`src/hw/rtl/cpb_pkg.sv`:
```
// Package for the cascaded PI balance controller.
// Holds the arithmetic unit request/response types, fixed-point constants
// and saturation helpers. No dependencies.
package cpb_pkg;

  localparam int DRIVE_LIMIT_DEF = 300;
  localparam int DIV_W = 10;

  // Metres per encoder count in Q0.40, and radians per millidegree in Q0.32.
  localparam logic signed [31:0] MPC_Q40 = 32'sd141711464;
  localparam logic signed [31:0] RAD_PER_MDEG_Q32 = 32'sd74961;
  // Metres per count times milliseconds per second, used for wheel speed.
  localparam logic signed [63:0] WHEEL_K = 64'sd141711464000;
  localparam logic signed [63:0] DESIRED_MIN = -64'sd393216;
  localparam logic signed [63:0] Q32_MAX = 64'sd2147483647;
  localparam logic signed [63:0] Q32_MIN = -64'sd2147483648;
  localparam logic [DIV_W-1:0] MS_PER_S = DIV_W'(1000);

  typedef struct packed {
    logic               start;
    logic               is_div;
    logic signed [63:0] a;
    logic signed [31:0] b;
  } arith_req_t;

  typedef struct packed {
    logic               done;
    logic signed [63:0] result;
  } arith_rsp_t;

  function automatic logic signed [31:0] sat32(input logic signed [63:0] v);
    if (v > Q32_MAX) return Q32_MAX[31:0];
    if (v < Q32_MIN) return Q32_MIN[31:0];
    return v[31:0];
  endfunction

  // Integer part toward zero of a Q16.16 value, clamped to the drive limit.
  function automatic logic signed [15:0] drive_of(input logic signed [63:0] pwm,
                                                  input logic signed [15:0] lim);
    logic signed [63:0] ip;
    logic signed [63:0] lim_w;
    ip = (pwm >= 0) ? (pwm >>> 16) : -((-pwm) >>> 16);
    lim_w = 64'(lim);
    if (ip > lim_w) return lim;
    if (ip < -lim_w) return -lim;
    return ip[15:0];
  endfunction

endpackage

```
`src/hw/rtl/cpb_arith.sv`:
```
// Shared bit-serial arithmetic unit: signed shift-add multiply (one
// multiplier bit per cycle) and restoring divide by a small positive divisor.
// Depends on cpb_pkg.
module cpb_arith (
  input  logic                   clk,
  input  logic                   rst,
  input  cpb_pkg::arith_req_t    req,
  output cpb_pkg::arith_rsp_t    rsp
);

  logic                      busy;
  logic                      is_div;
  logic                      neg;
  logic [6:0]                cnt;
  logic [63:0]               ma;
  logic [63:0]               acc;
  logic [31:0]               mb;
  logic [cpb_pkg::DIV_W-1:0] rem;

  logic [63:0]               a_mag;
  logic [31:0]               b_mag;
  logic [cpb_pkg::DIV_W:0]   rem_sh;
  logic [cpb_pkg::DIV_W:0]   rem_sub;
  logic                      fits;

  always_comb begin
    a_mag   = req.a[63] ? 64'(-req.a) : 64'(req.a);
    b_mag   = req.b[31] ? 32'(-req.b) : 32'(req.b);
    rem_sh  = {rem, ma[63]};
    fits    = rem_sh >= {1'b0, mb[cpb_pkg::DIV_W-1:0]};
    rem_sub = rem_sh - {1'b0, mb[cpb_pkg::DIV_W-1:0]};
  end

  always_ff @(posedge clk) begin
    if (rst) begin
      busy     <= 1'b0;
      rsp.done <= 1'b0;
    end else begin
      rsp.done <= 1'b0;
      if (!busy && req.start) begin
        busy   <= 1'b1;
        is_div <= req.is_div;
        cnt    <= req.is_div ? 7'd64 : 7'd32;
        ma     <= a_mag;
        mb     <= req.is_div ? req.b : b_mag;
        neg    <= req.is_div ? req.a[63] : (req.a[63] ^ req.b[31]);
        acc    <= '0;
        rem    <= '0;
      end else if (busy) begin
        if (cnt == 7'd0) begin
          busy       <= 1'b0;
          rsp.done   <= 1'b1;
          rsp.result <= neg ? -$signed(acc) : $signed(acc);
        end else begin
          cnt <= cnt - 7'd1;
          ma  <= ma << 1;
          if (is_div) begin
            rem <= fits ? rem_sub[cpb_pkg::DIV_W-1:0] : rem_sh[cpb_pkg::DIV_W-1:0];
            acc <= {acc[62:0], fits};
          end else begin
            if (mb[0]) acc <= acc + ma;
            mb <= mb >> 1;
          end
        end
      end
    end
  end

endmodule

```
`src/hw/rtl/cascaded_pi_balance_controller_unit.sv`:
```
// Top level of the cascaded PI balance controller.
// Depends on cpb_pkg and cpb_arith.
//
// One input transfer is one control period: tilt, wheel encoder deltas and
// totals, and the elapsed time. Each input transfer yields exactly one
// output transfer carrying both drive values, the phase after the period
// and the arming beep. Both channels use valid/ready handshakes; the APB
// port writes and reads the eight gain and threshold registers and should
// only be written while the block is idle.
// Outside the controlled phase the result passes through S_DONE into the
// output register once that register is free. In the controlled phase the
// period runs through one shared bit-serial unit: 14 multiplies and 5
// divides, issued one at a time by the step sequencer.
// A new input is taken once the previous period is finished, even while
// its result still waits in the output register; if the receiver stalls,
// the finished next result holds until the output register is free.
// Synchronous reset restores the register defaults, the waiting phase, a
// zero arm counter and cleared integrators.
module cascaded_pi_balance_controller_unit #(
  parameter int DRIVE_LIMIT = cpb_pkg::DRIVE_LIMIT_DEF
) (
  input  logic               clk,
  input  logic               rst,
  input  logic               psel,
  input  logic               penable,
  input  logic               pwrite,
  input  logic [4:0]         paddr,
  input  logic [31:0]        pwdata,
  output logic [31:0]        prdata,
  output logic               pready,
  input  logic               in_valid,
  output logic               in_ready,
  input  logic signed [18:0] tilt_mdeg,
  input  logic signed [15:0] left_delta_counts,
  input  logic signed [15:0] right_delta_counts,
  input  logic signed [31:0] left_total_counts,
  input  logic signed [31:0] right_total_counts,
  input  logic [9:0]         elapsed_ms,
  output logic               out_valid,
  input  logic               out_ready,
  output logic signed [9:0]  left_drive,
  output logic signed [9:0]  right_drive,
  output logic [1:0]         phase,
  output logic               beep
);

  localparam logic signed [15:0] LIM = 16'(DRIVE_LIMIT);

  // Phase codes as seen on the phase output.
  localparam logic [1:0] PH_WAIT = 2'd0;
  localparam logic [1:0] PH_ARMED = 2'd1;
  localparam logic [1:0] PH_CTRL = 2'd2;

  // Register indexes on the configuration port.
  localparam logic [2:0] R_OKP = 3'd0;
  localparam logic [2:0] R_OKI = 3'd1;
  localparam logic [2:0] R_IKP = 3'd2;
  localparam logic [2:0] R_IKI = 3'd3;
  localparam logic [2:0] R_BAND = 3'd4;
  localparam logic [2:0] R_TICKS = 3'd5;
  localparam logic [2:0] R_LIMIT = 3'd6;
  localparam logic [2:0] R_DGAIN = 3'd7;

  typedef enum logic [1:0] {S_IDLE, S_RUN, S_DONE} state_t;

  // Each step issues one operation to the shared unit and stores its result.
  typedef enum logic [4:0] {
    ST_DIST, ST_SETP, ST_ANGLE, ST_OKP, ST_OKI,
    ST_LVM, ST_LVD, ST_RVM, ST_RVD,
    ST_LJP, ST_LJI, ST_RJP, ST_RJI,
    ST_AIM, ST_AID, ST_LIM, ST_LID, ST_RIM, ST_RID
  } step_t;

  // Configuration registers.
  logic signed [31:0] outer_prop_gain, outer_integral_gain;
  logic signed [31:0] inner_prop_gain, inner_integral_gain;
  logic [16:0]        arm_band_mdeg;
  logic [7:0]         arm_ticks;
  logic [17:0]        tilt_limit_mdeg;
  logic [16:0]        distance_to_angle_gain;

  // Controller state.
  logic [1:0]         phase_reg;
  logic [7:0]         arm_counter;
  logic signed [31:0] angle_integral, left_vel_integral, right_vel_integral;

  state_t             state;
  step_t              step;
  logic               issued;

  // Captured period and working values.
  logic signed [18:0] tilt_r;
  logic signed [15:0] dl_r, dr_r;
  logic signed [32:0] tsum_r;
  logic [9:0]         ms_r;
  logic [19:0]        mag_r;
  logic               beep_r;
  logic signed [63:0] dist_q, tmp;
  logic signed [31:0] setpoint, aerr, vel, lerr, rerr;
  logic signed [15:0] ldrive_r, rdrive_r;

  cpb_pkg::arith_req_t req;
  cpb_pkg::arith_rsp_t rsp;

  logic [19:0]        mag;
  logic               in_band, outside;
  logic [7:0]         cnt_a, cnt_next;
  logic [1:0]         phase_next;
  logic               beep_next;
  logic signed [63:0] diff;
  logic               wr_en;

  cpb_arith u_arith (
    .clk (clk),
    .rst (rst),
    .req (req),
    .rsp (rsp)
  );

  assign pready   = 1'b1;
  assign wr_en    = psel && penable && pwrite;
  assign in_ready = (state == S_IDLE);

  always_comb begin
    unique case (paddr[4:2])
      R_OKP:   prdata = outer_prop_gain;
      R_OKI:   prdata = outer_integral_gain;
      R_IKP:   prdata = inner_prop_gain;
      R_IKI:   prdata = inner_integral_gain;
      R_BAND:  prdata = {15'd0, arm_band_mdeg};
      R_TICKS: prdata = {24'd0, arm_ticks};
      R_LIMIT: prdata = {14'd0, tilt_limit_mdeg};
      R_DGAIN: prdata = {15'd0, distance_to_angle_gain};
      default: prdata = '0;
    endcase
  end

  always_ff @(posedge clk) begin
    if (rst) begin
      outer_prop_gain        <= -32'sd393216;
      outer_integral_gain    <= -32'sd2359296;
      inner_prop_gain        <= 32'sd39321600;
      inner_integral_gain    <= 32'sd393216000;
      arm_band_mdeg          <= 17'd3000;
      arm_ticks              <= 8'd30;
      tilt_limit_mdeg        <= 18'd44690;
      distance_to_angle_gain <= 17'd32768;
    end else if (wr_en) begin
      unique case (paddr[4:2])
        R_OKP:   outer_prop_gain        <= pwdata;
        R_OKI:   outer_integral_gain    <= pwdata;
        R_IKP:   inner_prop_gain        <= pwdata;
        R_IKI:   inner_integral_gain    <= pwdata;
        R_BAND:  arm_band_mdeg          <= pwdata[16:0];
        R_TICKS: arm_ticks              <= pwdata[7:0];
        R_LIMIT: tilt_limit_mdeg        <= pwdata[17:0];
        R_DGAIN: distance_to_angle_gain <= pwdata[16:0];
        default: ;
      endcase
    end
  end

  // Phase machine, evaluated on the incoming period. The band edge itself
  // counts as neither inside nor outside.
  always_comb begin
    mag        = tilt_mdeg[18] ? 20'(-21'(tilt_mdeg)) : 20'(tilt_mdeg);
    in_band    = mag < {3'd0, arm_band_mdeg};
    outside    = mag > {3'd0, arm_band_mdeg};
    cnt_a      = outside ? 8'd0 : arm_counter;
    cnt_next   = cnt_a;
    phase_next = phase_reg;
    beep_next  = 1'b0;
    if (phase_reg == PH_WAIT && in_band) begin
      cnt_next = (cnt_a == 8'hFF) ? cnt_a : cnt_a + 8'd1;
      if (cnt_next > arm_ticks) begin
        phase_next = PH_ARMED;
        beep_next  = 1'b1;
      end
    end else if (phase_reg == PH_ARMED && outside) begin
      phase_next = PH_CTRL;
    end else if (phase_reg > PH_CTRL) begin
      phase_next = PH_WAIT;
    end
  end

  // Setpoint from distance: drive back toward -6 m once past it, else to 0.
  assign diff = ((dist_q < cpb_pkg::DESIRED_MIN) ? cpb_pkg::DESIRED_MIN : 64'sd0) - dist_q;

  // Operand selection for the current step.
  always_comb begin
    req.start  = (state == S_RUN) && !issued;
    req.is_div = 1'b0;
    req.a      = '0;
    req.b      = '0;
    unique case (step)
      ST_DIST:  begin req.a = 64'(tsum_r);          req.b = cpb_pkg::MPC_Q40; end
      ST_SETP:  begin req.a = diff;                 req.b = {15'd0, distance_to_angle_gain}; end
      ST_ANGLE: begin req.a = 64'(tilt_r);          req.b = cpb_pkg::RAD_PER_MDEG_Q32; end
      ST_OKP:   begin req.a = 64'(aerr);            req.b = outer_prop_gain; end
      ST_OKI:   begin req.a = 64'(angle_integral);  req.b = outer_integral_gain; end
      ST_LVM:   begin req.a = cpb_pkg::WHEEL_K;     req.b = 32'(dl_r); end
      ST_RVM:   begin req.a = cpb_pkg::WHEEL_K;     req.b = 32'(dr_r); end
      ST_LVD, ST_RVD: begin
        req.is_div = 1'b1; req.a = tmp; req.b = {22'd0, ms_r};
      end
      ST_LJP:   begin req.a = 64'(lerr);              req.b = inner_prop_gain; end
      ST_LJI:   begin req.a = 64'(left_vel_integral); req.b = inner_integral_gain; end
      ST_RJP:   begin req.a = 64'(rerr);               req.b = inner_prop_gain; end
      ST_RJI:   begin req.a = 64'(right_vel_integral); req.b = inner_integral_gain; end
      ST_AIM:   begin req.a = 64'(aerr);            req.b = {22'd0, ms_r}; end
      ST_LIM:   begin req.a = 64'(lerr);            req.b = {22'd0, ms_r}; end
      ST_RIM:   begin req.a = 64'(rerr);            req.b = {22'd0, ms_r}; end
      ST_AID, ST_LID, ST_RID: begin
        req.is_div = 1'b1; req.a = tmp; req.b = {22'd0, cpb_pkg::MS_PER_S};
      end
      default: ;
    endcase
  end

  always_ff @(posedge clk) begin
    if (rst) begin
      state              <= S_IDLE;
      step               <= ST_DIST;
      issued             <= 1'b0;
      phase_reg          <= PH_WAIT;
      arm_counter        <= '0;
      angle_integral     <= '0;
      left_vel_integral  <= '0;
      right_vel_integral <= '0;
      out_valid          <= 1'b0;
    end else begin
      // The output register reloads in S_DONE; elsewhere a taken result clears it.
      if (out_valid && out_ready && state != S_DONE) out_valid <= 1'b0;
      unique case (state)
        S_IDLE: begin
          if (in_valid) begin
            tilt_r      <= tilt_mdeg;
            dl_r        <= left_delta_counts;
            dr_r        <= right_delta_counts;
            tsum_r      <= 33'(left_total_counts) + 33'(right_total_counts);
            ms_r        <= (elapsed_ms == 10'd0) ? 10'd1 : elapsed_ms;
            mag_r       <= mag;
            phase_reg   <= phase_next;
            arm_counter <= cnt_next;
            beep_r      <= beep_next;
            ldrive_r    <= '0;
            rdrive_r    <= '0;
            step        <= ST_DIST;
            issued      <= 1'b0;
            state       <= (phase_next == PH_CTRL) ? S_RUN : S_DONE;
          end
        end
        S_RUN: begin
          if (!issued) begin
            issued <= 1'b1;
          end else if (rsp.done) begin
            issued <= 1'b0;
            case (step)
              ST_DIST:  begin dist_q <= rsp.result >>> 25; step <= ST_SETP; end
              ST_SETP:  begin
                setpoint <= cpb_pkg::sat32(rsp.result >>> 16); step <= ST_ANGLE;
              end
              ST_ANGLE: begin
                aerr <= cpb_pkg::sat32(64'(setpoint) - (rsp.result >>> 16));
                step <= ST_OKP;
              end
              ST_OKP:   begin tmp <= rsp.result >>> 16; step <= ST_OKI; end
              ST_OKI:   begin
                vel <= cpb_pkg::sat32(tmp + (rsp.result >>> 16)); step <= ST_LVM;
              end
              ST_LVM:   begin tmp <= rsp.result; step <= ST_LVD; end
              ST_LVD:   begin
                lerr <= cpb_pkg::sat32(64'(vel) - (rsp.result >>> 24)); step <= ST_RVM;
              end
              ST_RVM:   begin tmp <= rsp.result; step <= ST_RVD; end
              ST_RVD:   begin
                rerr <= cpb_pkg::sat32(64'(vel) - (rsp.result >>> 24)); step <= ST_LJP;
              end
              ST_LJP:   begin tmp <= rsp.result >>> 16; step <= ST_LJI; end
              ST_LJI:   begin
                ldrive_r <= cpb_pkg::drive_of(tmp + (rsp.result >>> 16), LIM);
                step     <= ST_RJP;
              end
              ST_RJP:   begin tmp <= rsp.result >>> 16; step <= ST_RJI; end
              ST_RJI:   begin
                rdrive_r <= cpb_pkg::drive_of(tmp + (rsp.result >>> 16), LIM);
                step     <= ST_AIM;
              end
              ST_AIM:   begin tmp <= rsp.result; step <= ST_AID; end
              ST_AID:   begin
                angle_integral <= cpb_pkg::sat32(64'(angle_integral) + rsp.result);
                step           <= ST_LIM;
              end
              ST_LIM:   begin tmp <= rsp.result; step <= ST_LID; end
              ST_LID:   begin
                left_vel_integral <= cpb_pkg::sat32(64'(left_vel_integral) + rsp.result);
                step              <= ST_RIM;
              end
              ST_RIM:   begin tmp <= rsp.result; step <= ST_RID; end
              ST_RID:   begin
                // A tilt past the limit stops control and clears the loops.
                if (mag_r > {2'd0, tilt_limit_mdeg}) begin
                  phase_reg          <= PH_WAIT;
                  ldrive_r           <= '0;
                  rdrive_r           <= '0;
                  angle_integral     <= '0;
                  left_vel_integral  <= '0;
                  right_vel_integral <= '0;
                end else begin
                  right_vel_integral <= cpb_pkg::sat32(64'(right_vel_integral) + rsp.result);
                end
                state <= S_DONE;
              end
              default: ;
            endcase
          end
        end
        S_DONE: begin
          if (!out_valid || out_ready) begin
            out_valid   <= 1'b1;
            left_drive  <= ldrive_r[9:0];
            right_drive <= rdrive_r[9:0];
            phase       <= phase_reg;
            beep        <= beep_r;
            state       <= S_IDLE;
          end
        end
        default: state <= S_IDLE;
      endcase
    end
  end

`ifndef SYNTHESIS
  a_beep_armed: assert property (@(posedge clk) disable iff (rst)
    out_valid && beep |-> phase == PH_ARMED)
    else $error("beep raised outside the arming transfer");
  a_drive_idle: assert property (@(posedge clk) disable iff (rst)
    out_valid && phase != PH_CTRL |-> left_drive == 10'd0 && right_drive == 10'd0)
    else $error("nonzero drive outside the controlled phase");
  a_accept_busy: assert property (@(posedge clk) disable iff (rst)
    in_valid && in_ready |=> !in_ready)
    else $error("second input taken before the period finished");
  a_start_run: assert property (@(posedge clk) disable iff (rst)
    rsp.done |-> state == S_RUN && issued)
    else $error("arithmetic result arrived with no operation pending");
`endif

endmodule

```
`config.mk`:
```
export PLATFORM = sky130hd
export DESIGN_NAME = cascaded_pi_balance_controller_unit
export DESIGN_NICKNAME = d
export VERILOG_FILES = /design/src/hw/rtl/cpb_pkg.sv /design/src/hw/rtl/cpb_arith.sv /design/src/hw/rtl/cascaded_pi_balance_controller_unit.sv
export SDC_FILE = /design/constraint.sdc
export NUM_CORES = 2
export LEC_CHECK = 0
export BUFFER_PORTS_ARGS = -buffer_cell sky130_fd_sc_hd__buf_2
export CAP_MARGIN = 25
export CORE_ASPECT_RATIO = 0.5
export CORE_MARGIN = 2
export CORE_UTILIZATION = 60
export DETAILED_ROUTE_END_ITERATION = 10
export PLACE_DENSITY = 0.83
export SLEW_MARGIN = 20
export SYNTH_ARGS = -nofsm -noshare
export SYNTH_HDL_FRONTEND = slang
export SYNTH_SLANG_ARGS = --single-unit
```
`constraint.sdc`:
```
create_clock -name clk -period 15.05 [get_ports clk]
set_input_delay 3.01 -clock clk [delete_from_list [all_inputs] [get_ports clk]]
set_output_delay 3.01 -clock clk [all_outputs]
set_load 0.02 [all_outputs]
```
==> run summary <==
Status = finished clean
Ports = 227
Die height = 250 um
CP cell instances = buf_2 -> buf_4 -> clkinv_1 -> nand2_1 -> nor2_1 -> nor2_1 -> buf_2
Setup Buffers After CTS = 0
Die width = 497 um
Syn_nets = 9079
Util after Layout = 0.657
Fin. Hold Viols = 0
Hold-fix buffers, CTS = 0
Worst Path Max Fanout = 67
Cell Pwr Density = 97.2 mW/mm^2
Synth Register Bits = 968
Min cycle time layout = 9.19 ns
Worst Path Arrival = 6.18 ns
Leak Pwr = 0.0315 uW
Yosys cell types = 113
Unrepaired setup endpoints after global routing = no
Htree depth = 3
Grt ovf = 0
Async SR Flop Fraction = 0
Endpoints failing setup = 0
Dpl cell area = 0.0758 mm^2
CP required = 12.04 ns
Most flops, register = u_arith.rsp
First-pass GRT wire length = 369000 um
Routed Antenna Nets = 0
Max reg flops = 65
Wire per inst = 24.3 um
Final routed DRC violation total = 0
Max cap viols = 0
CTS tree = yes
Initial antenna violation count = 10
Synthesized area per cell = 8.68 um^2
Critical path capture point type = output pin
Seq/Total Area, Yosys = 0.357
Total Routing Usage GR = 0.382
Slew at the pin with the worst max-slew slack = 1.16 ns
Crit Path Category = input port to output pin
CTS clk-pin slew, worst paths = 0.06 ns
Post_cts resized = 0
Top FF cell, synth = edfxtp_1
DR vias/cell = 6.77
Post-synthesis cell area = 0.0728 mm^2
Post-DP HPWL = 181000 um
Post-Syn Instances = 8383
Clk buf depth = 3
Final instance area = 0.0792 mm^2
Number of buffers created by CTS = 92
Startpoint class of the critical path = input port
# clock sinks = 968
Port buffer count = 223
Fmax = 0.109 GHz
Reg2reg setup slack = 6.42 ns
Post-Route WL = 247000 um
Routed vias = 68800
TritonRoute pass-1 iters = 9
Largest net degree at the start of global routing = 129
Vias in the first global route = 62100
NumNets Final = 9157
Biggest area consumer among synthesized cells = edfxtp_1
Setup TNS = 0 ns
Initial core utilization = 0.604
Fin Clk Skew = 0.0437 ns
Slew margin rel. = 0.210
Slowest cell on the critical path = nand2_1
GPL Wtd Cong = 1.03
Max incr delay on CP = 0.86 ns
Core Footprint = 0.120 mm^2
Synthesis-to-finish area growth = 8.74%
Period utilisation layout = 0.611
Type of the worst min-delay path = flip-flop to flip-flop
Root Buffer = clkbuf_16
Fill cells = 9822
Yosys top cell area share = 0.273
Max VDD drop = 95.0 uV
Site Rows = 90
Post-synth EDFFs = 663
Share of cells above drive strength 1 = 0.0823
Top cells by area, synth = edfxtp_1, ha_1, dfxtp_1
Worst-Skew Late Latency = 0.75 ns
Die Area = 0.124 mm^2
DR iter-0 viols = 9751
Final Max Tran Viols = 0
Yosys warns = 0
==> layer usage <==
layer / global-route usage / share of wire / vias up
li1: - / - / 31400
met3: 0.0885 / 0.12 / 812
met5: 0 / 0.000045 / -
met4: 0.214 / 0.067 / 2
met1: 0.514 / 0.39 / 32400
met2: 0.566 / 0.42 / 4131
==> final timing paths <==
kind | start | endpoint | cells after the start
hold / removal | ldrive_r[2] | left_drive[2] | 0
hold reg to reg | ldrive_r[2] | left_drive[2] | 0
setup reg to reg | u_arith.rsp[17] | ldrive_r[8] | 21
setup / recovery | paddr[3] | prdata[4] | 7
==> cell usage after synthesis, types with 19 or more instances <==
cell type,number
dfxtp_1,305
a21o_1,290
clkbuf_1,323
xor2_1,231
nand2b_1,103
and3_1,81
nand4_1,119
a2111oi_0,26
nand3_1,198
mux2i_1,74
a21boi_0,24
and2_1,62
nor3_1,141
a31oi_1,80
a221o_1,69
a222oi_1,31
or2_2,45
and4_1,19
o21bai_1,62
nand2_1,1007
a211o_1,38
nor2b_1,85
edfxtp_1,663
o31ai_1,79
o211ai_1,40
nor2_1,605
a22oi_1,94
or3_1,93
inv_1,291
a211oi_1,68
or4_1,35
ha_1,518
o21ai_1,20
nor4_1,69
buf_1,34
xnor2_1,395
a21oi_1,766
o21ai_0,628
o21a_1,65
nand3b_1,56
a221oi_1,63
==> report_power, final <==
| group | switching (uW) | total, uW | leakage, uW | internal [uW] |
|---|---|---|---|---|
| registers | 180 | 3370 | 0.00848 | 3190 |
| logic | 1130 | 1820 | 0.0215 | 686 |
| clock network | 1140 | 2500 | 0.00155 | 1360 |
| total | 2460 | 7690 | 0.0315 | 5240 |
==> critical path, delay by kind of cell <==
family	cells	cell delay (ns)
AND/OR/NAND/NOR	3	1.26
buffers and inverters	4	1.90
==> layout by cell type (no fill, tap or decap), types with 289 or more instances in the layout <==
master	Yosys	layout
a21oi_1	766	760
xnor2_1	395	395
nor2_1	605	593
nand2_1	1007	1007
dfxtp_1	305	304
edfxtp_1	663	663
o21ai_0	628	626
a21o_1	290	289
inv_1	291	292
ha_1	518	518
==> metrics by stage <==
| stage | cells | setup slack, ns | hold WS, ns | total power [uW] |
|---|---|---|---|---|
| 6_report | 10200 | 5.86 | 0.418 | 7690 |
| 5_1_grt | 10200 | 5.77 | 0.424 | 8010 |
| 4_1_cts | 10100 | 6.07 | 0.419 | 7660 |
| 3_5_place_dp | 9967 | 5.53 | 0.405 | 5190 |
| 3_3_place_gp | 9964 | 5.63 | 0.402 | 5120 |
| 2_1_floorplan | 8383 | 6.08 | 0.400 | 4680 |
==> cells by family after synthesis <==
group,count (synthesis),synth area share
xor gates and xnor gates,626,0.0753
AOI/OAI and AO/OA,2679,0.238
DFF,968,0.357
buffers and inverters,678,0.0356
and+or+nand+nor,2802,0.185
other,2,0.000103
adders and majority gates,527,0.0915
muxes,101,0.0173
==> final cells by class <==
cell class | instances | area [um^2] | share of cell area
multi-input combinational | 6737 | 44500 | 0.562
sequential | 968 | 26000 | 0.329
clock buffer | 118 | 2540 | 0.0321
timing repair buffer | 369 | 2370 | 0.0299
tap | 1610 | 2010 | 0.0254
inverter | 293 | 1100 | 0.0139
clock inverter | 55 | 611 | 0.00771
antenna | 6 | 15.0 | 0.000190
No activity file was read; power rests on OpenSTA's default activity.
